## src/hdl/dwdiv_pkg.sv

```systemverilog
package dwdiv_pkg;

  localparam int unsigned DataW = 64;

  typedef enum logic [1:0] {
    STATUS_OK       = 2'd0,
    STATUS_DIV_ZERO = 2'd1,
    STATUS_OVERFLOW = 2'd2
  } status_e;

  typedef struct packed {
    logic [DataW-1:0] dividend_high;
    logic [DataW-1:0] dividend_low;
    logic [DataW-1:0] divisor;
  } in_word_t;

  typedef struct packed {
    logic [DataW-1:0] quotient;
    logic [DataW-1:0] remainder;
    status_e          status;
  } out_word_t;

  // valid bit and error code that ride along with each stage
  typedef struct packed {
    logic    valid;
    status_e status;
  } stage_ctl_t;

endpackage

```

## src/hdl/dwdiv_step.sv

```systemverilog
module dwdiv_step import dwdiv_pkg::*; #(
  parameter int unsigned DIGIT_BITS = 64
) (
  input  logic                  clk_i,
  input  logic                  rst_ni,
  input  logic                  en_i,
  input  stage_ctl_t            ctl_i,
  input  logic [DIGIT_BITS-1:0] rem_i,
  input  logic [DIGIT_BITS-1:0] lo_i,
  input  logic [DIGIT_BITS-1:0] div_i,
  output stage_ctl_t            ctl_o,
  output logic [DIGIT_BITS-1:0] rem_o,
  output logic [DIGIT_BITS-1:0] lo_o,
  output logic [DIGIT_BITS-1:0] div_o
);

  logic [DIGIT_BITS:0]   shifted, diff;
  logic                  take;
  logic [DIGIT_BITS-1:0] rem_d, lo_d;
  stage_ctl_t            ctl_q;
  logic [DIGIT_BITS-1:0] rem_q, lo_q, div_q;

  // lo shifts out dividend bits at the top and takes quotient bits at the bottom
  always_comb begin
    shifted = {rem_i, lo_i[DIGIT_BITS-1]};
    diff    = shifted - {1'b0, div_i};
    take    = !diff[DIGIT_BITS];
    rem_d   = take ? diff[DIGIT_BITS-1:0] : shifted[DIGIT_BITS-1:0];
    lo_d    = {lo_i[DIGIT_BITS-2:0], take};
  end

  always_ff @(posedge clk_i or negedge rst_ni) begin
    if (!rst_ni) begin
      ctl_q <= '{valid: 1'b0, status: STATUS_OK};
    end else if (en_i) begin
      ctl_q <= ctl_i;
    end
  end

  always_ff @(posedge clk_i) begin
    if (en_i) begin
      rem_q <= rem_d;
      lo_q  <= lo_d;
      div_q <= div_i;
    end
  end

  assign ctl_o = ctl_q;
  assign rem_o = rem_q;
  assign lo_o  = lo_q;
  assign div_o = div_q;

endmodule

```

## config.mk

```make
export PLATFORM = sky130hd
export DESIGN_NAME = dwdiv_step
export DESIGN_NICKNAME = d
export VERILOG_FILES = /design/src/hdl/dwdiv_pkg.sv /design/src/hdl/dwdiv_step.sv
export SDC_FILE = /design/constraint.sdc
export NUM_CORES = 1
export LEC_CHECK = 0
export CAP_MARGIN = 20
export CORE_AREA = 4 4 151 153
export DETAILED_ROUTE_END_ITERATION = 16
export DIE_AREA = 0 0 155 157
export DONT_BUFFER_PORTS = 1
export GPL_TIMING_DRIVEN = 0
export PLACE_DENSITY = 0.76
export SYNTH_ARGS = -nofsm -noshare
export SYNTH_HDL_FRONTEND = slang
export SYNTH_SLANG_ARGS = --single-unit
```

## constraint.sdc

```tcl
create_clock -name clk_i -period 1.85 [get_ports clk_i]
set_input_delay 0.185 -clock clk_i [delete_from_list [all_inputs] [get_ports clk_i]]
set_output_delay 0.185 -clock clk_i [all_outputs]
set_load 0.02 [all_outputs]
```

==> results.ini, run 1 <==
[grt]
grt_pass1_vias = 8888
grt_pass1_wl_um = 51100
antenna_found_initial = 0
grt_max_degree = 196
track_usage = 0.272
grt.overflow.total = 0

[run_status]
violations = negative hold slack, negative setup slack
outcome = finished, violations left

[floorplanning]
start_util = 0.506
boundaryPins = 393
dieArea_sq_mm = 0.0243
die_h_um = 157
die_w_um = 155
coreArea_sq_mm = 0.0216
num_rows = 54

[routing]
top_layer = met4
ant_nets = 0
avgRoutedWirePerCell_um = 23.6
wl_um = 34800
dr_total_vias = 8724
routed-wl-met3_um = 3220
drtIter0Drc = 662
drc_errors = 0
via_per_inst = 5.92
met2WireLength_um = 17300
drt_pass1_iterations = 5
m1WireLength_um = 13000

[synthesis]
synth.top_cells.by_area = edfxtp_1, ha_1, mux2_1, a21oi_1, inv_1
yosysTopAreaCell = edfxtp_1
netlist.area_leader.share = 0.528
yosysUniqueCellTypes = 72
syn-num-nets = 1203
synth_edf_count = 192
async_reset_ff_frac = 0.0154
ys_ff_latch = 195
ys.flop_type = edfxtp_1
synth-warning-count = 0
avgSynthCellArea_sq_um = 11.6
syn_area_sq_mm = 0.0109
ys_seq_area_frac = 0.535
postSynthCellCount = 940

[clock_tree]
insertion_delay_ns = 0.43
htreeDepth = 4
cts_max_path_buffers = 2
postCtsHoldBufs = 194
cts-root-buf = clkbuf_16
cts_sinks = 195
cts_tree = built
cts_buffers = 17
clk_pin_slew_ns = 0.08

[sta]
fin_ws_ns = -0.969
timing.final.crit_period_ns = 2.82
setup_viol = 65
rsz0062_at_grt = yes
worst_clock_skew_ns = 0
fmax_mhz = 355
fin_worst_hold_slack_ns = -0.134
slew_violations = 0
max_slew_margin = 0.551
finalHoldViolCount = 110
tightest_slew_ns = 0.667
period_share = 1.52
setup_tns_ns = -52.30

[layout]
final_common_cell = dlygate4sd3_1
diodes = 0
drive_above_1_share = 0.185
final_nets = 1443
fin_util = 0.697
syn_to_final_growth_pct = 37.7
final_cell_mix = dlygate4sd3_1, edfxtp_1, inv_1

[power_and_ir_drop]
powerDensity_mw_per_mm2 = 908
leakagePower_uw = 0.00607
peakVddDrop_uv = 632

[run]
maxCapViolCount = 0

[setup_path]
cp-start-kind = input port
cpPeakStageDelay_ns = 0.54
ff2ff_setup_slack_ns = 0.39
crit_path_max_fanout = 6
critPathCaptureType = register
cp_cell_sequence = ha_4 -> a21o_1 -> or4b_4 -> or4b_4 -> a311o_1 -> a211oi_4 -> o21ai_2 -> mux2i_1 -> mux2_4
critPathSlowestCell = or4b_4
cp.required_ns = 2.04
cpMostUsedCell = or4b_4
worstSetupPathType = input port to register
cp_data_arrival_time_ns = 3.01
rr_worst_depth = 2

[min_path]
hold_path.class = input port to register
holdPathStages = 0

[placed_design]
dpl.hpwl_um = 22400
place.gp.congestion = 0.879
port_buffers = 0

[kinds of logic (layout without fill, tap and decap cells)]
| logic type | Yosys count | in the layout | share of synthesized area |
|---|---|---|---|
| xor+xnor | 57 | 57 | 0.0457 |
| simple gates | 200 | 200 | 0.0922 |
| mux | 66 | 66 | 0.0678 |
| compound gates | 236 | 236 | 0.141 |
| fa+ha+maj | 65 | 65 | 0.0752 |
| flops | 195 | 195 | 0.535 |
| buf+inv | 121 | 374 | 0.0427 |
[path summary, 6_finish.rpt]
path                                 startpoint                    to
setup / recovery                      rem_i[25]   rem_o[59]$_DFFE_PP_
hold / removal                             en_i   div_o[55]$_DFFE_PP_
setup reg to reg           ctl_o[2]$_DFFE_PN0P_  ctl_o[2]$_DFFE_PN0P_
hold reg to reg            ctl_o[0]$_DFFE_PN0P_  ctl_o[0]$_DFFE_PN0P_
max in group asynchronous                rst_ni  ctl_o[2]$_DFFE_PN0P_
min in group asynchronous                rst_ni  ctl_o[1]$_DFFE_PN0P_
[critical path: cells and delay by family]
family	cells	cell delay, ns
compound gates	4	1.06
fa+ha+maj	1	0.25
simple gates	2	1.07
mux	2	0.43
[metrics by stage]
step / power (uW) / instances / setup slack, ns / instance area [sq um]
6_report: 13700 / 1473 / -0.969 / 15000
5_1_grt: 14200 / 1473 / -1.09 / 15000
4_1_cts: 13600 / 1470 / -1.05 / 14900
3_5_place_dp: 8870 / 1220 / -1.62 / 11800
3_3_place_gp: 8830 / 1220 / -1.62 / 11800
2_1_floorplan: 8320 / 940 / -1.18 / 11400
[registers in the layout (all words and copies together), names as in the netlist]
signal and flops:
div_o 64, rem_o 64, ctl_o 3, lo_o 64
[cell usage after synthesis, types with 5 or more instances]
| cell type | n |
|---|---|
| inv_1 | 87 |
| mux2_2 | 11 |
| edfxtp_1 | 192 |
| nand4_1 | 22 |
| mux2i_1 | 6 |
| and2_1 | 5 |
| ha_1 | 64 |
| nor2_1 | 42 |
| nand2_1 | 62 |
| nor3_1 | 8 |
| o31ai_1 | 5 |
| buf_2 | 6 |
| a311oi_1 | 5 |
| nand3_1 | 10 |
| o21ai_1 | 17 |
| o21a_1 | 6 |
| mux2_1 | 48 |
| o21ai_0 | 19 |
| and3_1 | 9 |
| xnor2_1 | 34 |
| clkbuf_1 | 26 |
| a21oi_1 | 78 |
| a211oi_1 | 5 |
| a31oi_1 | 8 |
| xor2_1 | 23 |
| o21bai_1 | 15 |
| nor2b_1 | 11 |
| a21o_1 | 32 |
| nand2b_1 | 8 |
[where the power goes]
| part | total (uW) | switching [uW] | internal, uW | leakage [uW] |
|---|---|---|---|---|
| Sequential | 6390 | 887 | 5510 | 0.00191 |
| Combinational | 3260 | 1510 | 1750 | 0.00384 |
| Clock | 3990 | 1990 | 2000 | 0.000312 |
[timing repair]
| item | in CTS | in global routing |
|---|---|---|
| setup buffers | 23 | 14 |
| pin swaps | 30 | 32 |
| endpoints found under the hold margin | 384 | 188 |
| endpoints found under the setup margin | 65 | 65 |
| gates cloned | 6 | 0 |
| resized for setup | 52 | 37 |
[layer usage]
| metal | GRT usage | vias to the layer above |
|---|---|---|
| met4 | 0.103 | 0 |
| met3 | 0.0800 | 83 |
| met1 | 0.329 | 4216 |
| met5 | 0 | - |
| li1 | - | 3979 |
| met2 | 0.462 | 446 |
[layout make-up]
class                   count  area (sq um)
fillers                  1438          6530
flip-flops and latches    195          5840
multi-input cells         624          5300
repair buffers            231          2310
clock buffers              17           425
inverters                  88           383
well taps                 280           350
clock inverters            15           225
plain buffers              22           179
repair inverters            1          11.3
Power figures use the tool's default switching activity.
==> inputs of run 2 (changes only) <==
--- a/config.mk
+++ b/config.mk
@@ -12,6 +12,7 @@
 export DONT_BUFFER_PORTS = 1
 export GPL_TIMING_DRIVEN = 0
 export PLACE_DENSITY = 0.76
+export RECOVER_POWER = 100
 export SYNTH_ARGS = -nofsm -noshare
 export SYNTH_HDL_FRONTEND = slang
 export SYNTH_SLANG_ARGS = --single-unit
==> constraint.sdc (replaced) <==
create_clock -name clk_i -period 3.4 [get_ports clk_i]
set_input_delay 0.34 -clock clk_i [delete_from_list [all_inputs] [get_ports clk_i]]
set_output_delay 0.34 -clock clk_i [all_outputs]
set_load 0.02 [all_outputs]
==> run 2 against run 1 <==
Flip-flop and latch count is the same. Global-route usage shrank 3.0 points. Count of clock-buffer cells in the layout is the same. Highest routed layer unchanged. Clock power shrank 50%. The run now ends clean. Largest power group unchanged. Combinational power shrank 61%. Design area shrank 12%. Wire length shrank 13%. First-iteration DRC count shrank 5.7%. Sequential share of layout area grew 5.2 points.
==> results.ini, run 2 (synthesis results as in run 1) <==
[run_status]
outcome = finished, final reports clean

[clock_tree]
cts-root-buf = clkbuf_16
insertion_delay_ns = 0.44  ; about the same
htreeDepth = 4  ; unchanged
cts_tree = built
clk_pin_slew_ns = 0.08  ; about the same
cts_max_path_buffers = 2  ; unchanged
cts_sinks = 195  ; unchanged
cts_buffers = 17  ; unchanged

[routing]
drt_pass1_iterations = 6  ; +1
wl_um = 30200  ; -13%
avgRoutedWirePerCell_um = 21.9  ; -7.2%
drc_errors = 0  ; unchanged
drtIter0Drc = 624  ; -5.7%
ant_nets = 0  ; unchanged
dr_total_vias = 7933  ; -9.1%
via_per_inst = 5.75  ; -2.9%

[grt]
antenna_found_initial = 0  ; unchanged
track_usage = 0.241  ; -0.0304
grt_max_degree = 196  ; unchanged
grt_pass1_vias = 8068  ; -9.2%
grt.overflow.total = 0  ; unchanged
grt_pass1_wl_um = 45800  ; -10%

[layout]
design_area_sq_mm = 0.0133  ; -12%
multi_input_area_sq_mm = 0.00468  ; -12%
final_cell_mix = edfxtp_1, dlygate4sd3_1, inv_1
num-fill-cells = 1656  ; +15%
diodes = 0  ; unchanged
seq_area_sq_mm = 0.00584  ; unchanged
final_common_cell = edfxtp_1
fin_util = 0.615  ; -0.0817
drive_above_1_share = 0.0655  ; -0.120
final_cell_count_no_fill = 1380  ; -6.3%
syn_to_final_growth_pct = 21.6
final_nets = 1351  ; -6.4%

[floorplanning]
coreArea_sq_mm = 0.0216  ; unchanged
die_h_um = 157  ; unchanged
dieArea_sq_mm = 0.0243  ; unchanged
die_w_um = 155  ; unchanged
num_rows = 54  ; unchanged
start_util = 0.506  ; unchanged
boundaryPins = 393  ; unchanged

[sta]
period_share = 0.979
slew_violations = 0  ; unchanged
max_slew_margin = 0.488  ; -0.0630
setup_viol = 0  ; -100%
finalHoldViolCount = 0  ; -100%
tightest_slew_ns = 0.761  ; +0.0930 ns
worst_clock_skew_ns = 0  ; unchanged
timing.final.crit_period_ns = 3.33
fmax_mhz = 300

[power_and_ir_drop]
powerDensity_mw_per_mm2 = 508  ; -44%
leakagePower_uw = 0.00528  ; -13%
peakVddDrop_uv = 351  ; -44%

[placed_design]
place.gp.congestion = 0.849  ; -3.5%
dpl.hpwl_um = 22000  ; -1.9%
place_inst = 1220  ; unchanged
placed_area_sq_mm = 0.0113  ; -4.1%
port_buffers = 0  ; unchanged

[setup_path]
cp_data_arrival_time_ns = 3.52  ; +0.51 ns
cp-start-kind = input port
worstSetupPathType = input port to register
critPathCaptureType = register
cp.required_ns = 3.59  ; +1.55 ns
crit_path_max_fanout = 6  ; unchanged

[min_path]
hold_path.class = input port to register

[run]
maxCapViolCount = 0  ; unchanged

run 2: changes by cell type in the layout (fill, tap and decap cells not counted), moves of 14 or more:
cell           delta
ha_4             -14
dlygate4sd3_1    -66
ha_1             +21
mux2_4           -52
buf_4            -26
mux2_1           +46
run 2: critical path, stage by stage:
cell and delay [ns]:
inv_1 0.05, ha_2 0.31, a21o_1 0.21, or4b_1 0.58, or4b_4 0.57, a311o_1 0.46, a211oi_4 0.38, o21ai_1 0.17
xor2_1 0.17, mux2_2 0.27
run 2: repair_timing:
action | 4_1_cts | 5_1_grt
hold buffers | 128 | 0
endpoints found under the hold margin | 130 | 0
gates resized for setup | 11 | 15
cloned | 0 | 0
setup buffers | 2 | 1
pin swaps | 2 | 5
endpoints found under the setup margin | 59 | 56
run 2: metal layers:
| metal | vias to the layer above | wire length, um | GRT usage |
|---|---|---|---|
| met4 | 0 | 554 | 0.0627 |
| met1 | 3778 | 11700 | 0.293 |
| met2 | 326 | 15300 | 0.412 |
| met5 | - | 0 | 0 |
| met3 | 35 | 2700 | 0.0855 |
| li1 | 3794 | - | - |
run 2: final timing paths:
path / slack (ns) / endpoint / from / depth (start not counted)
max in group asynchronous: 3.11 / ctl_o[1]$_DFFE_PN0P_ / rst_ni / 1
min reg2reg: 0.68 / ctl_o[0]$_DFFE_PN0P_ / ctl_o[0]$_DFFE_PN0P_ / 1
min in group asynchronous: 0.15 / ctl_o[0]$_DFFE_PN0P_ / rst_ni / 1
max: 0.07 / rem_o[63]$_DFFE_PP_ / div_i[26] / 10
max reg2reg: 2.51 / ctl_o[1]$_DFFE_PN0P_ / ctl_o[1]$_DFFE_PN0P_ / 1
min: 0.04 / div_o[1]$_DFFE_PP_ / en_i / 0
run 2: area by class of cell:
cell class / instances / area share
flip-flops and latches: 195 / 0.440
multi-input cells: 624 / 0.353
repair buffers: 131 / 0.0983
clock buffers: 17 / 0.0321
well taps: 280 / 0.0264
inverters: 88 / 0.0253
plain buffers: 31 / 0.0125
clock inverters: 14 / 0.0123
run 2: through the flow:
| stage | setup WS, ns | total power, uW | setup TNS (ns) | hold WS [ns] |
|---|---|---|---|---|
| 2_1_floorplan | 0.0432 | 4320 | 0 | 0.0444 |
| 3_5_place_dp | -0.819 | 4620 | -46.42 | 0.0445 |
| 6_report | 0.0703 | 6740 | 0 | 0.0404 |
| 4_1_cts | 0.0371 | 6750 | 0 | 0.0140 |
| 5_1_grt | -0.00148 | 7070 | -0.00148 | 0.00876 |
| 3_3_place_gp | -0.959 | 4600 | -45.89 | 0.0445 |
run 2: where the power goes:
group          switching, uW  internal [uW]  total, uW
clock network           1010            987       1990
registers                471           3000       3470
logic                    680            602       1280
total                   2160           4590       6740
