[src/hdl/dwdiv_pkg.sv]
package dwdiv_pkg;

  localparam int unsigned DataW = 64;

  typedef enum logic [1:0] {
    STATUS_OK       = 2'd0,
    STATUS_DIV_ZERO = 2'd1,
    STATUS_OVERFLOW = 2'd2
  } status_e;

  typedef struct packed {
    logic [DataW-1:0] dividend_high;
    logic [DataW-1:0] dividend_low;
    logic [DataW-1:0] divisor;
  } in_word_t;

  typedef struct packed {
    logic [DataW-1:0] quotient;
    logic [DataW-1:0] remainder;
    status_e          status;
  } out_word_t;

  // valid bit and error code that ride along with each stage
  typedef struct packed {
    logic    valid;
    status_e status;
  } stage_ctl_t;

endpackage

[src/hdl/dwdiv_check.sv]
module dwdiv_check import dwdiv_pkg::*; #(
  parameter int unsigned DIGIT_BITS = 64
) (
  input  logic                  clk_i,
  input  logic                  rst_ni,
  input  logic                  en_i,
  input  logic                  valid_i,
  input  in_word_t              in_i,
  output stage_ctl_t            ctl_o,
  output logic [DIGIT_BITS-1:0] rem_o,
  output logic [DIGIT_BITS-1:0] lo_o,
  output logic [DIGIT_BITS-1:0] div_o
);

  logic [DIGIT_BITS-1:0] hi, lo, dv;
  stage_ctl_t            ctl_d, ctl_q;
  logic [DIGIT_BITS-1:0] rem_q, lo_q, div_q;

  assign hi = in_i.dividend_high[DIGIT_BITS-1:0];
  assign lo = in_i.dividend_low[DIGIT_BITS-1:0];
  assign dv = in_i.divisor[DIGIT_BITS-1:0];

  always_comb begin
    ctl_d.valid = valid_i;
    if (dv == '0) begin
      ctl_d.status = STATUS_DIV_ZERO;
    end else if (hi >= dv) begin
      ctl_d.status = STATUS_OVERFLOW;
    end else begin
      ctl_d.status = STATUS_OK;
    end
  end

  always_ff @(posedge clk_i or negedge rst_ni) begin
    if (!rst_ni) begin
      ctl_q <= '{valid: 1'b0, status: STATUS_OK};
    end else if (en_i) begin
      ctl_q <= ctl_d;
    end
  end

  always_ff @(posedge clk_i) begin
    if (en_i) begin
      rem_q <= hi;
      lo_q  <= lo;
      div_q <= dv;
    end
  end

  assign ctl_o = ctl_q;
  assign rem_o = rem_q;
  assign lo_o  = lo_q;
  assign div_o = div_q;

endmodule

[config.mk]
export PLATFORM = sky130hd
export DESIGN_NAME = dwdiv_check
export DESIGN_NICKNAME = d
export VERILOG_FILES = /design/src/hdl/dwdiv_pkg.sv /design/src/hdl/dwdiv_check.sv
export SDC_FILE = /design/constraint.sdc
export NUM_CORES = 1
export LEC_CHECK = 0
export BUFFER_PORTS_ARGS = -buffer_cell sky130_fd_sc_hd__buf_2
export CORE_ASPECT_RATIO = 1.4
export CORE_MARGIN = 10
export CORE_UTILIZATION = 28
export CTS_CLUSTER_DIAMETER = 40
export DETAILED_ROUTE_END_ITERATION = 7
export PLACE_DENSITY = 0.58
export SETUP_SLACK_MARGIN = 0.1
export SYNTH_ARGS = -nofsm -noshare
export SYNTH_HDL_FRONTEND = slang
export SYNTH_SLANG_ARGS = --single-unit
export TNS_END_PERCENT = 100
[constraint.sdc]
create_clock -name clk_i -period 0.8 [get_ports clk_i]
set_input_delay 0.16 -clock clk_i [delete_from_list [all_inputs] [get_ports clk_i]]
set_output_delay 0.16 -clock clk_i [all_outputs]
set_load 0.03 [all_outputs]
==> results of run 1 <==
[logic make-up (layout without fill, tap and decap cells)]
logic type / Yosys count / count (layout)
flops: 195 / 195
mux: 1 / 1
compound gates: 48 / 48
buf+inv: 66 / 726
other cells: 0 / 4
simple gates: 70 / 70
fa+ha+maj: 64 / 64
[path summary, 6_finish.rpt]
check                                          start                    to  depth (start not counted)  slack (ns)
worst min-delay path                       in_i[133]    rem_o[5]$_DFFE_PP_                          2       -0.01
min in group asynchronous                     rst_ni  ctl_o[2]$_DFFE_PN0P_                          2        0.04
worst min register to register  ctl_o[2]$_DFFE_PN0P_  ctl_o[2]$_DFFE_PN0P_                          1        0.54
worst max register to register  ctl_o[2]$_DFFE_PN0P_  ctl_o[2]$_DFFE_PN0P_                          1        0.02
worst max-delay path                        in_i[15]  ctl_o[1]$_DFFE_PN0P_                          9       -0.62
max in group asynchronous                     rst_ni  ctl_o[2]$_DFFE_PN0P_                          2        0.62
[cell type report]
type | count | area share (%)
inverter | 66 | 1.72
clock buffer | 18 | 2.98
multi-input combinational | 183 | 12.4
clock inverter | 14 | 1.00
tap | 365 | 3.17
timing repair buffer | 628 | 38.1
antenna | 4 | 0.0695
sequential | 195 | 40.6
[flip-flops by register name, summed over array words and instances (netlist names)]
register / count
ctl_o: 3
div_o: 64
lo_o: 64
rem_o: 64
[power groups by stage]
stage / Sequential [uW] / Clock (uW) / Combinational (uW)
final: 12500 / 8410 / 6240
after CTS: 12500 / 8600 / 6130
after floorplan: 14200 / 0 / 581
after detailed placement: 12500 / 0 / 4610
after global routing: 12600 / 8960 / 6610
after global placement: 12500 / 0 / 4570
[repair_timing]
action                                 in CTS  in global routing
gates cloned                                0                  2
setup endpoints to repair                 341                324
pin swaps                                  11                 11
buffers inserted                            1                  0
endpoints found under the hold margin     182                 27
gates resized for setup                   417                 25
[synth_stat cells]
cell | number | area share [%]
edfxtp_1 | 192 | 76
a21o_2 | 1 | 0.12
ha_1 | 64 | 11
o21a_1 | 1 | 0.099
nand2_1 | 12 | 0.59
o41a_1 | 1 | 0.15
a2111oi_0 | 1 | 0.12
o21ai_1 | 1 | 0.066
nor4b_1 | 1 | 0.12
o32ai_1 | 1 | 0.12
nor2b_1 | 1 | 0.082
o31a_1 | 1 | 0.12
nor4bb_1 | 1 | 0.13
nand4b_1 | 1 | 0.12
nand3_1 | 8 | 0.53
nand2b_1 | 2 | 0.16
nand4_1 | 12 | 0.99
nor3_1 | 3 | 0.20
a211oi_1 | 1 | 0.099
a21boi_0 | 1 | 0.099
a21oi_1 | 20 | 1.3
mux2_2 | 1 | 0.15
nor2_1 | 6 | 0.30
a221o_1 | 1 | 0.13
dfrtp_1 | 3 | 0.99
a21o_1 | 6 | 0.59
o21ai_0 | 8 | 0.53
or3_1 | 1 | 0.082
a221oi_1 | 4 | 0.46
inv_1 | 66 | 3.3
and4_1 | 6 | 0.69
and2_0 | 1 | 0.082
nor4_1 | 15 | 1.2
[metrics by stage]
| stage | instances | power, uW | TNS [ns] | util [%] | worst slack [ns] |
|---|---|---|---|---|---|
| after global placement | 1294 | 17100 | -83.71 | 40.4 | -1.55 |
| after detailed placement | 1294 | 17100 | -87.57 | 40.4 | -1.51 |
| after floorplan | 444 | 14800 | -0.964 | - | -0.765 |
| after CTS | 1468 | 27300 | -75.67 | 53.0 | -0.676 |
| after global routing | 1472 | 28200 | -78.72 | 53.6 | -0.700 |
| final | 1473 | 27200 | -69.98 | 53.6 | -0.624 |
[layer usage]
metal  part of all wire [%]  wire length (um)  track usage (%)  vias up
li1                       -                 -                -     3011
met1                     36             10600             16.4     3076
met2                     55             16400             31.5      270
met3                    7.6              2260             6.62       31
met4                    1.8               524             5.98        2
met5                  0.044                13                0        -
==> metrics.txt, run 1 <==
number of sinks on the clock net ~200; WL per Instance approximately 20 um; first-pass GRT wire length 43,700 um; Synth Register Bits slightly below 200; syn_area_per_cell 17.1 um^2; Hold Slack -0.0113 ns; sw frac 28.2%; Worst setup EP type flip-flop; simple-gate portion of the synthesized area 5.30%; initial antenna violation count 5; WP data required 1.18 ns; pwr dens 1890 nW/um^2; Worst-Margin Slew approximately 0.35 ns; synth warn 0; starting density of the core 28.4%; num ports a little under 400; sequential power share 46.1%; max-cap violation count 0; Tcrit/Tclk final 178%; CTS HTree Levels 4; fin nets 1,351; ANT nets after route 0; HPWL after DPL roughly 22,000 um; worst vdd ir roughly 1.5 mV; crit path launch type input port; area of the mapped netlist approximately 7600 um^2; Core Region 26,800 um^2; global route total overflow 0; area of the multi-input gates 1780 um^2; pin count of the biggest net entering global routing 63; DR pass1 iterations 4; setup ws final -0.624 ns; clock skew 0 ns; row cnt about 70; Critical Path Fanout Max 3; min cycle time layout 1.42 ns; Die Span Y ~220 um; via count 6,390; Synth Area in Compound Gates 4.00%; # DRC 0; Logic pwr share a little under a quarter; Synthesized Nets 704; run status complete, but fails checks; Max Slew Vio Count 0; Yosys cell types 33; worst-skew pair later-pin latency 0.44 ns; routed vias/inst 4.34; max_slew headroom 76.2%; Max Root-Sink Buffers 2; Max stage delay on crit path 0.41 ns; CTS Buf Count 17; share of cells above drive strength 1 49.8%; sum of buffers and inverters on the critical path 2; Syn Inst Count 444; Area Growth Syn to Fin 89.2%; CTS tree done; commonest non-fill, non-tap cell in the layout buf_6; port buffer count 390; leakage power 0.00641 uW; most frequent cells in the layout buf_6, edfxtp_1, buf_2; Post-Synth Adder-Cell Area between 10% and 20%; cts-stage hold buffer count between 100 and 150; WS Path Type input port to flip-flop; routed wire length roughly 30,000 um; DP Area roughly 11,000 um^2; Pint ~20,000 uW; Crit-path slowest cell or3_1; number of global-route vias before repair 7,152; worst min-delay path class input port to flip-flop; largest family of logic cells by synthesized area adder cells; post-synthesis mux area share 0.148%; Final Instance Area between 10,000 and 15,000 um^2; 1st-iter DRT viols 272; Die ar. 34,300 um^2; Horiz. Die Dim 159 um; Fin. Hold Viols 3; Top delay family on crit path compound AO/OA/AOI/OAI gates; switching pwr 7670 uW; gr usage total between 10% and 20%; Clock Power Share 30.9%; RSZ-0062 raised after global routing yes; root buffer cell clkbuf_16; Final setup viols 197; routability cong. 0.763; FILL cells 2,187; Synth Area in XOR/XNOR 0%; Fmax 0.702 GHz; FF+latch area roughly 5800 um^2; crit-path cells buf_2 -> inv_1 -> ha_4 -> nand4_1 -> or3_1 -> o32ai_2 -> o41a_1 -> o21ai_1 -> a21oi_1; sequential share of the synthesized area 76.8%; failing checks negative hold slack, negative setup slack; Reg clk slew, reported paths about 0.080 ns; CP arrival 1.80 ns
No activity file was read; power rests on OpenSTA's default activity.
==> inputs of run 2 (changes only) <==
--- a/config.mk
+++ b/config.mk
@@ -6,12 +6,11 @@
 export NUM_CORES = 1
 export LEC_CHECK = 0
 export BUFFER_PORTS_ARGS = -buffer_cell sky130_fd_sc_hd__buf_2
-export CORE_ASPECT_RATIO = 1.4
 export CORE_MARGIN = 10
-export CORE_UTILIZATION = 28
+export CORE_UTILIZATION = 25
 export CTS_CLUSTER_DIAMETER = 40
 export DETAILED_ROUTE_END_ITERATION = 7
-export PLACE_DENSITY = 0.58
+export PLACE_DENSITY = 0.53
 export SETUP_SLACK_MARGIN = 0.1
 export SYNTH_ARGS = -nofsm -noshare
 export SYNTH_HDL_FRONTEND = slang
==> run 2 against run 1 <==
Compared with the run above: the run still ends with negative hold slack, negative setup slack left; combinational power is 2% lower; via count decreased by 4.5%; sequential power about the same; routed wire length decreased by 3.1%; first-iteration DRC count down 38%; register-to-register slack barely moved; global-route usage is 2.0 points lower; die area increased by 10%; largest cell class unchanged.
==> metrics.txt, run 2 (synthesis results as in run 1) <==
Area Growth Syn to Fin 86.7%; cts-stage hold buffer count 137 (-2.8%); HPWL after DPL 22,000 um (+2.3%); Worst setup EP type flip-flop; Tcrit/Tclk final 180% (+2.3 points); Reg clk slew, reported paths 0.08 ns (about the same); num ports 391 (unchanged); Hold Slack -0.0528 ns (-0.0415 ns); CTS HTree Levels 4 (unchanged); run status complete, but fails checks; leakage power 0.00627 uW (-2.3%); Final setup viols 197 (unchanged); Max Slew Vio Count 0 (unchanged); routed vias/inst 4.12 (-4.9%); initial antenna violation count 2 (-3); global route total overflow 0 (unchanged); number of diodes 0 (-4); CTS Buf Count 17 (unchanged); clock skew 0 ns (unchanged); # DRC 0 (unchanged); R2R setup slack 0.02 ns (about the same); port buffer count 390 (unchanged); reg2reg end ctl_o[2]$_DFFE_PN0P_; fin nets 1,337 (-1.0%); Critical Path Fanout Max 3 (unchanged); most frequent cells in the layout buf_6, edfxtp_1, buf_2; crit path to ctl_o[1]$_DFFE_PN0P_; number of sinks on the clock net 195 (unchanged); Final Instance Area 14,200 um^2 (-1.3%); min cycle time layout 1.44 ns (+0.0181 ns); WS Path Type input port to flip-flop; Fin. Hold Viols 1 (-2); 1st-iter DRT viols 170 (-38%); pwr dens 1920 nW/um^2 (+1.5%); worst min-delay path class input port to flip-flop; pre-CTS setup slack -1.23 ns (+0.279 ns); max-cap violation count 0 (unchanged); WP data required 1.16 ns (-0.02 ns); worst vdd ir 1.10 mV (-29%); Worst Setup SP in_i[61]; routability cong. 0.752 (-1.5%); row cnt 63 (-11%); CP arrival 1.80 ns (about the same); starting density of the core 25.5% (-2.8 points); Max Root-Sink Buffers 2 (unchanged); crit path launch type input port; postcts setup bufs 0 (-1); Fmax 0.693 GHz (-1.3%); worst-skew pair later-pin latency 0.44 ns (about the same); RSZ-0062 raised after global routing yes; gr usage total 14.9% (-2.0 points); commonest non-fill, non-tap cell in the layout buf_6; max_slew headroom 75.9% (-0.34 points); DP Area 10,800 um^2 (-0.29%); Die ar. 37,800 um^2 (+10%); worst reg2reg startpoint ctl_o[2]$_DFFE_PN0P_; root buffer cell clkbuf_16; Core Region 29,800 um^2 (+11%); share of cells above drive strength 1 49.1% (-0.74 points); WL per Instance 19.5 um (-3.5%); failing checks negative hold slack, negative setup slack; number of global-route vias before repair 6,862 (-4.1%); first-pass GRT wire length 43,000 um (-1.7%); Worst-Margin Slew 0.359 ns (+0.00557 ns); CTS tree done; ANT nets after route 0 (unchanged); routed wire length 28,900 um (-3.1%); worst reg2reg path depth 1 (unchanged); setup ws final -0.642 ns (-0.0181 ns); DR pass1 iterations 4 (unchanged); pin count of the biggest net entering global routing 38 (-40%); via count 6,104 (-4.5%); Horiz. Die Dim 194 um (+22%); Die Span Y 194 um (-9.6%)
-- run 2: cell types whose count changed in the layout (fill, tap and decap cells not counted), moves of 3 or more --
cell / previous run / this run
dlygate4sd3_1: 133 / 137
diode_2: 4 / 0
buf_4: 88 / 81
nor4_1: 4 / 7
dlymetal6s4s_1: 7 / 0
buf_12: 0 / 3
buf_6: 201 / 196
-- run 2: worst min-delay path by stage --
stage / startpoint / endpoint / slack (ns) / depth (start not counted)
detailed placement: rst_ni / ctl_o[0]$_DFFE_PN0P_ / -0.04 / 1
floorplan: rst_ni / ctl_o[0]$_DFFE_PN0P_ / -0.14 / 0
finish: valid_i / ctl_o[2]$_DFFE_PN0P_ / -0.05 / 2
global route: valid_i / ctl_o[2]$_DFFE_PN0P_ / -0.06 / 2
CTS: valid_i / ctl_o[2]$_DFFE_PN0P_ / -0.07 / 2
global placement: rst_ni / ctl_o[0]$_DFFE_PN0P_ / -0.04 / 1
-- run 2: where the power goes --
group	total, uW	internal [uW]	switching, uW
clock network	8630	4400	4230
logic	6090	2910	3180
registers	12500	12100	382
-- run 2: layout make-up --
cell class	instances	area (um^2)
Clock buffer	18	429
Inverter	66	248
Multi-Input combinational cell	183	1710
Sequential cell	195	5840
Fill cell	2587	15600
Tap cell	390	488
Timing Repair Buffer	614	5340
Clock inverter	14	146
-- run 2: metal layers --
metal  wire, um  vias to the layer above  global-route usage, %
met5         13                        -                      0
met4        286                        2                   3.44
met3       2310                       20                   5.56
met2      15000                      228                   26.5
met1      11300                     2885                   16.3
li1           -                     2969                      -
-- run 2: worst max-delay path: stages --
cell      delay [ns]
buf_2           0.13
inv_2           0.05
ha_4            0.26
nand4_1         0.21
nor4bb_2        0.41
buf_4           0.20
o31a_1          0.20
nor4_2          0.05
a21oi_1         0.12
-- run 2: timing repair --
| action | CTS | global route |
|---|---|---|
| cloned | 2 | 0 |
| gates resized for setup | 408 | 12 |
| pin swaps | 5 | 5 |
| hold endpoints to repair | 164 | 17 |
| setup endpoints to repair | 263 | 198 |
-- run 2: per-stage QoR --
step	TNS, ns	std cells	power [uW]	hold WS [ns]	util, %
after CTS	-71.72	1480	27500	-0.0740	47.4
final	-66.80	1480	27200	-0.0528	47.7
after global routing	-75.96	1480	28400	-0.0629	47.7
after global placement	-73.47	1309	17100	-0.0389	36.3
after detailed placement	-74.08	1309	17100	-0.0372	36.3
after floorplan	-0.964	444	14800	-0.136	-
==> inputs of run 3 (changes only) <==
--- a/config.mk
+++ b/config.mk
@@ -6,12 +6,14 @@
 export NUM_CORES = 1
 export LEC_CHECK = 0
 export BUFFER_PORTS_ARGS = -buffer_cell sky130_fd_sc_hd__buf_2
-export CORE_MARGIN = 10
+export CORE_MARGIN = 2
 export CORE_UTILIZATION = 25
 export CTS_CLUSTER_DIAMETER = 40
 export DETAILED_ROUTE_END_ITERATION = 7
+export HOLD_SLACK_MARGIN = 0.02
 export PLACE_DENSITY = 0.53
 export SETUP_SLACK_MARGIN = 0.1
+export SKIP_LAST_GASP = 1
 export SYNTH_ARGS = -nofsm -noshare
 export SYNTH_HDL_FRONTEND = slang
 export SYNTH_SLANG_ARGS = --single-unit
==> run 3 against run 2 <==
Compared with the run above: the run still ends with negative hold slack, negative setup slack left; sequential cell count did not move; first-iteration DRC count up 110%; cell count up 0.47%; largest power group unchanged; highest routed layer is now met4.
==> metrics.txt, run 3 (synthesis results as in run 1) <==
failing checks negative hold slack, negative setup slack; Worst-Margin Slew 0.479 ns (+0.120 ns); Reg clk slew, reported paths 0.07 ns (about the same); min cycle time layout 1.43 ns (-0.0156 ns); Fmax 0.701 GHz (+1.1%); num ports 391 (unchanged); setup ws final -0.627 ns (+0.0156 ns); crit-path cells buf_2 -> ha_1 -> and2_4 -> a221o_1 -> a221oi_2 -> o21ai_2 -> o21ai_2 -> a21oi_1; Worst setup EP type flip-flop; max_slew headroom 67.8% (-8.0 points); reg2reg end ctl_o[1]$_DFFE_PN0P_; RSZ-0062 raised after global routing yes; CP arrival 1.75 ns (-0.05 ns); fin nets 1,341 (+0.30%); most frequent cells in the layout buf_6, edfxtp_1, buf_2; WL per Instance 17.3 um (-11%); row cnt 63 (unchanged); worst-skew pair later-pin latency 0.43 ns (about the same); Fin. Hold Viols 2 (+1); Final setup viols 197 (unchanged); starting density of the core 25.5% (unchanged); Horiz. Die Dim 178 um (-8.2%); clock skew 0 ns (unchanged); via count 6,181 (+1.3%); WP data required 1.12 ns (-0.04 ns); Die ar. 31,800 um^2 (-16%); Hold Slack -0.0458 ns (+0.00695 ns); R2R setup slack 0.02 ns (about the same); CTS Buf Count 17 (unchanged); commonest non-fill, non-tap cell in the layout buf_6; first-pass GRT wire length 36,700 um (-14%); leakage power 0.00627 uW (about the same); number of global-route vias before repair 6,569 (-4.3%); pin count of the biggest net entering global routing 41 (+7.9%); Max Slew Vio Count 0 (unchanged); highest metal used met4; initial antenna violation count 3 (+1); routability cong. 0.743 (-1.1%); met3 wire len 1900 um (-18%); FILL cells 2,579 (-0.31%); hold endpoint ctl_o[2]$_DFFE_PN0P_; # DRC 0 (unchanged); HPWL after DPL 19,400 um (-12%); Post-Route M1 WL 9850 um (-13%); DR pass1 iterations 4 (unchanged); CTS HTree Levels 4 (unchanged); routed wire length 25,800 um (-11%); worst reg2reg path depth 2 (+1); Hold Crit Start valid_i; worst min-delay path class input port to flip-flop; routed vias/inst 4.16 (+0.78%); hold depth 2 (unchanged); ANT nets after route 0 (unchanged); pwr dens 1910 nW/um^2 (-0.67%); Final Core Density 47.7% (+0.084 points); port buffer count 390 (unchanged); Core Region 29,800 um^2 (unchanged); Top cell by count, worst path o21ai_2; number of sinks on the clock net 195 (unchanged); Max Root-Sink Buffers 2 (unchanged); Critical Path Fanout Max 2 (-1); Die Span Y 178 um (-8.2%); setup_tns -67.26 ns (-0.462 ns); max-cap violation count 0 (unchanged); run status complete, but fails checks; gr usage total 15.7% (+0.88 points); crit path launch type input port; Area Growth Syn to Fin 87.0%; worst reg2reg startpoint ctl_o[1]$_DFFE_PN0P_; Tcrit/Tclk final 178% (-1.9 points); global route total overflow 0 (unchanged); worst vdd ir 1.11 mV (+1.5%); Crit-path slowest cell a221oi_2; share of cells above drive strength 1 50.6% (+1.6 points); root buffer cell clkbuf_16; DR WL met2 13,500 um (-9.9%); CTS tree done; 1st-iter DRT viols 352 (+110%); Max stage delay on crit path 0.34 ns (-0.07 ns); WS Path Type input port to flip-flop
==> run 3: cell types whose count changed in the layout (fill, tap and decap cells not counted), sizes merged <==
cell         delta
clkinv          -1
diode           +3
bufbuf          -1
inv             +2
dlygate4sd3     -5
clkbuf          -1
buf            +10
==> run 3: worst max path at each step <==
stage	startpoint	to	slack (ns)
3_5_place_dp	in_i[33]	ctl_o[1]$_DFFE_PN0P_	-1.43
3_3_place_gp	in_i[33]	ctl_o[1]$_DFFE_PN0P_	-1.44
4_1_cts	in_i[128]	ctl_o[1]$_DFFE_PN0P_	-0.69
6_report	in_i[155]	ctl_o[1]$_DFFE_PN0P_	-0.63
5_1_grt	in_i[54]	ctl_o[1]$_DFFE_PN0P_	-0.68
2_1_floorplan	in_i[128]	ctl_o[1]$_DFFE_PN0P_	-0.76
==> run 3: repair_timing <==
| action | in CTS | in global routing |
|---|---|---|
| resized for setup | 416 | 22 |
| pin swaps | 12 | 17 |
| hold buffers | 131 | 1 |
| endpoints found under the hold margin | 186 | 52 |
| setup endpoints to repair | 327 | 198 |
| buffers inserted | 1 | 0 |
==> run 3: metal layers <==
| metal | vias up | GRT usage [%] |
|---|---|---|
| li1 | 2982 | - |
| met1 | 2927 | 17.3 |
| met2 | 244 | 28.6 |
| met3 | 28 | 4.84 |
| met4 | 0 | 5.28 |
| met5 | - | 0 |
==> run 3: power by group <==
group	internal, uW	switching (uW)	total, uW
Combinational	2900	3120	6030
Sequential	12100	388	12500
Clock	4390	4170	8560
==> run 3: layout make-up <==
| cell class | count | area, um^2 | area share, % |
|---|---|---|---|
| Clock buffer | 17 | 425 | 2.99 |
| Inverter | 66 | 250 | 1.76 |
| Clock inverter | 15 | 146 | 1.03 |
| Tap cell | 390 | 488 | 3.43 |
| Multi-Input combinational cell | 183 | 1760 | 12.4 |
| Sequential cell | 195 | 5840 | 41.1 |
| Timing Repair Buffer | 618 | 5300 | 37.3 |
| Antenna cell | 3 | 7.51 | 0.0528 |
==> run 3: worst max-delay path: cells and delay by family <==
family          cells  cell delay [ns]
compound gates      5             1.02
fa+ha+maj           1             0.31
simple gates        1             0.15
buf+inv             1             0.11
==> run 3: through the flow <==
| stage | hold WS (ns) | total power (uW) | instance area (um^2) | cells | setup slack, ns |
|---|---|---|---|---|---|
| after CTS | -0.0701 | 27300 | 14100 | 1483 | -0.686 |
| after global placement | -0.00974 | 17000 | 10900 | 1320 | -1.44 |
| after detailed placement | -0.0124 | 17100 | 10900 | 1320 | -1.43 |
| final | -0.0458 | 27100 | 14200 | 1487 | -0.627 |
| after global routing | -0.0657 | 28100 | 14200 | 1487 | -0.678 |
| after floorplan | -0.136 | 14800 | 7670 | 444 | -0.765 |
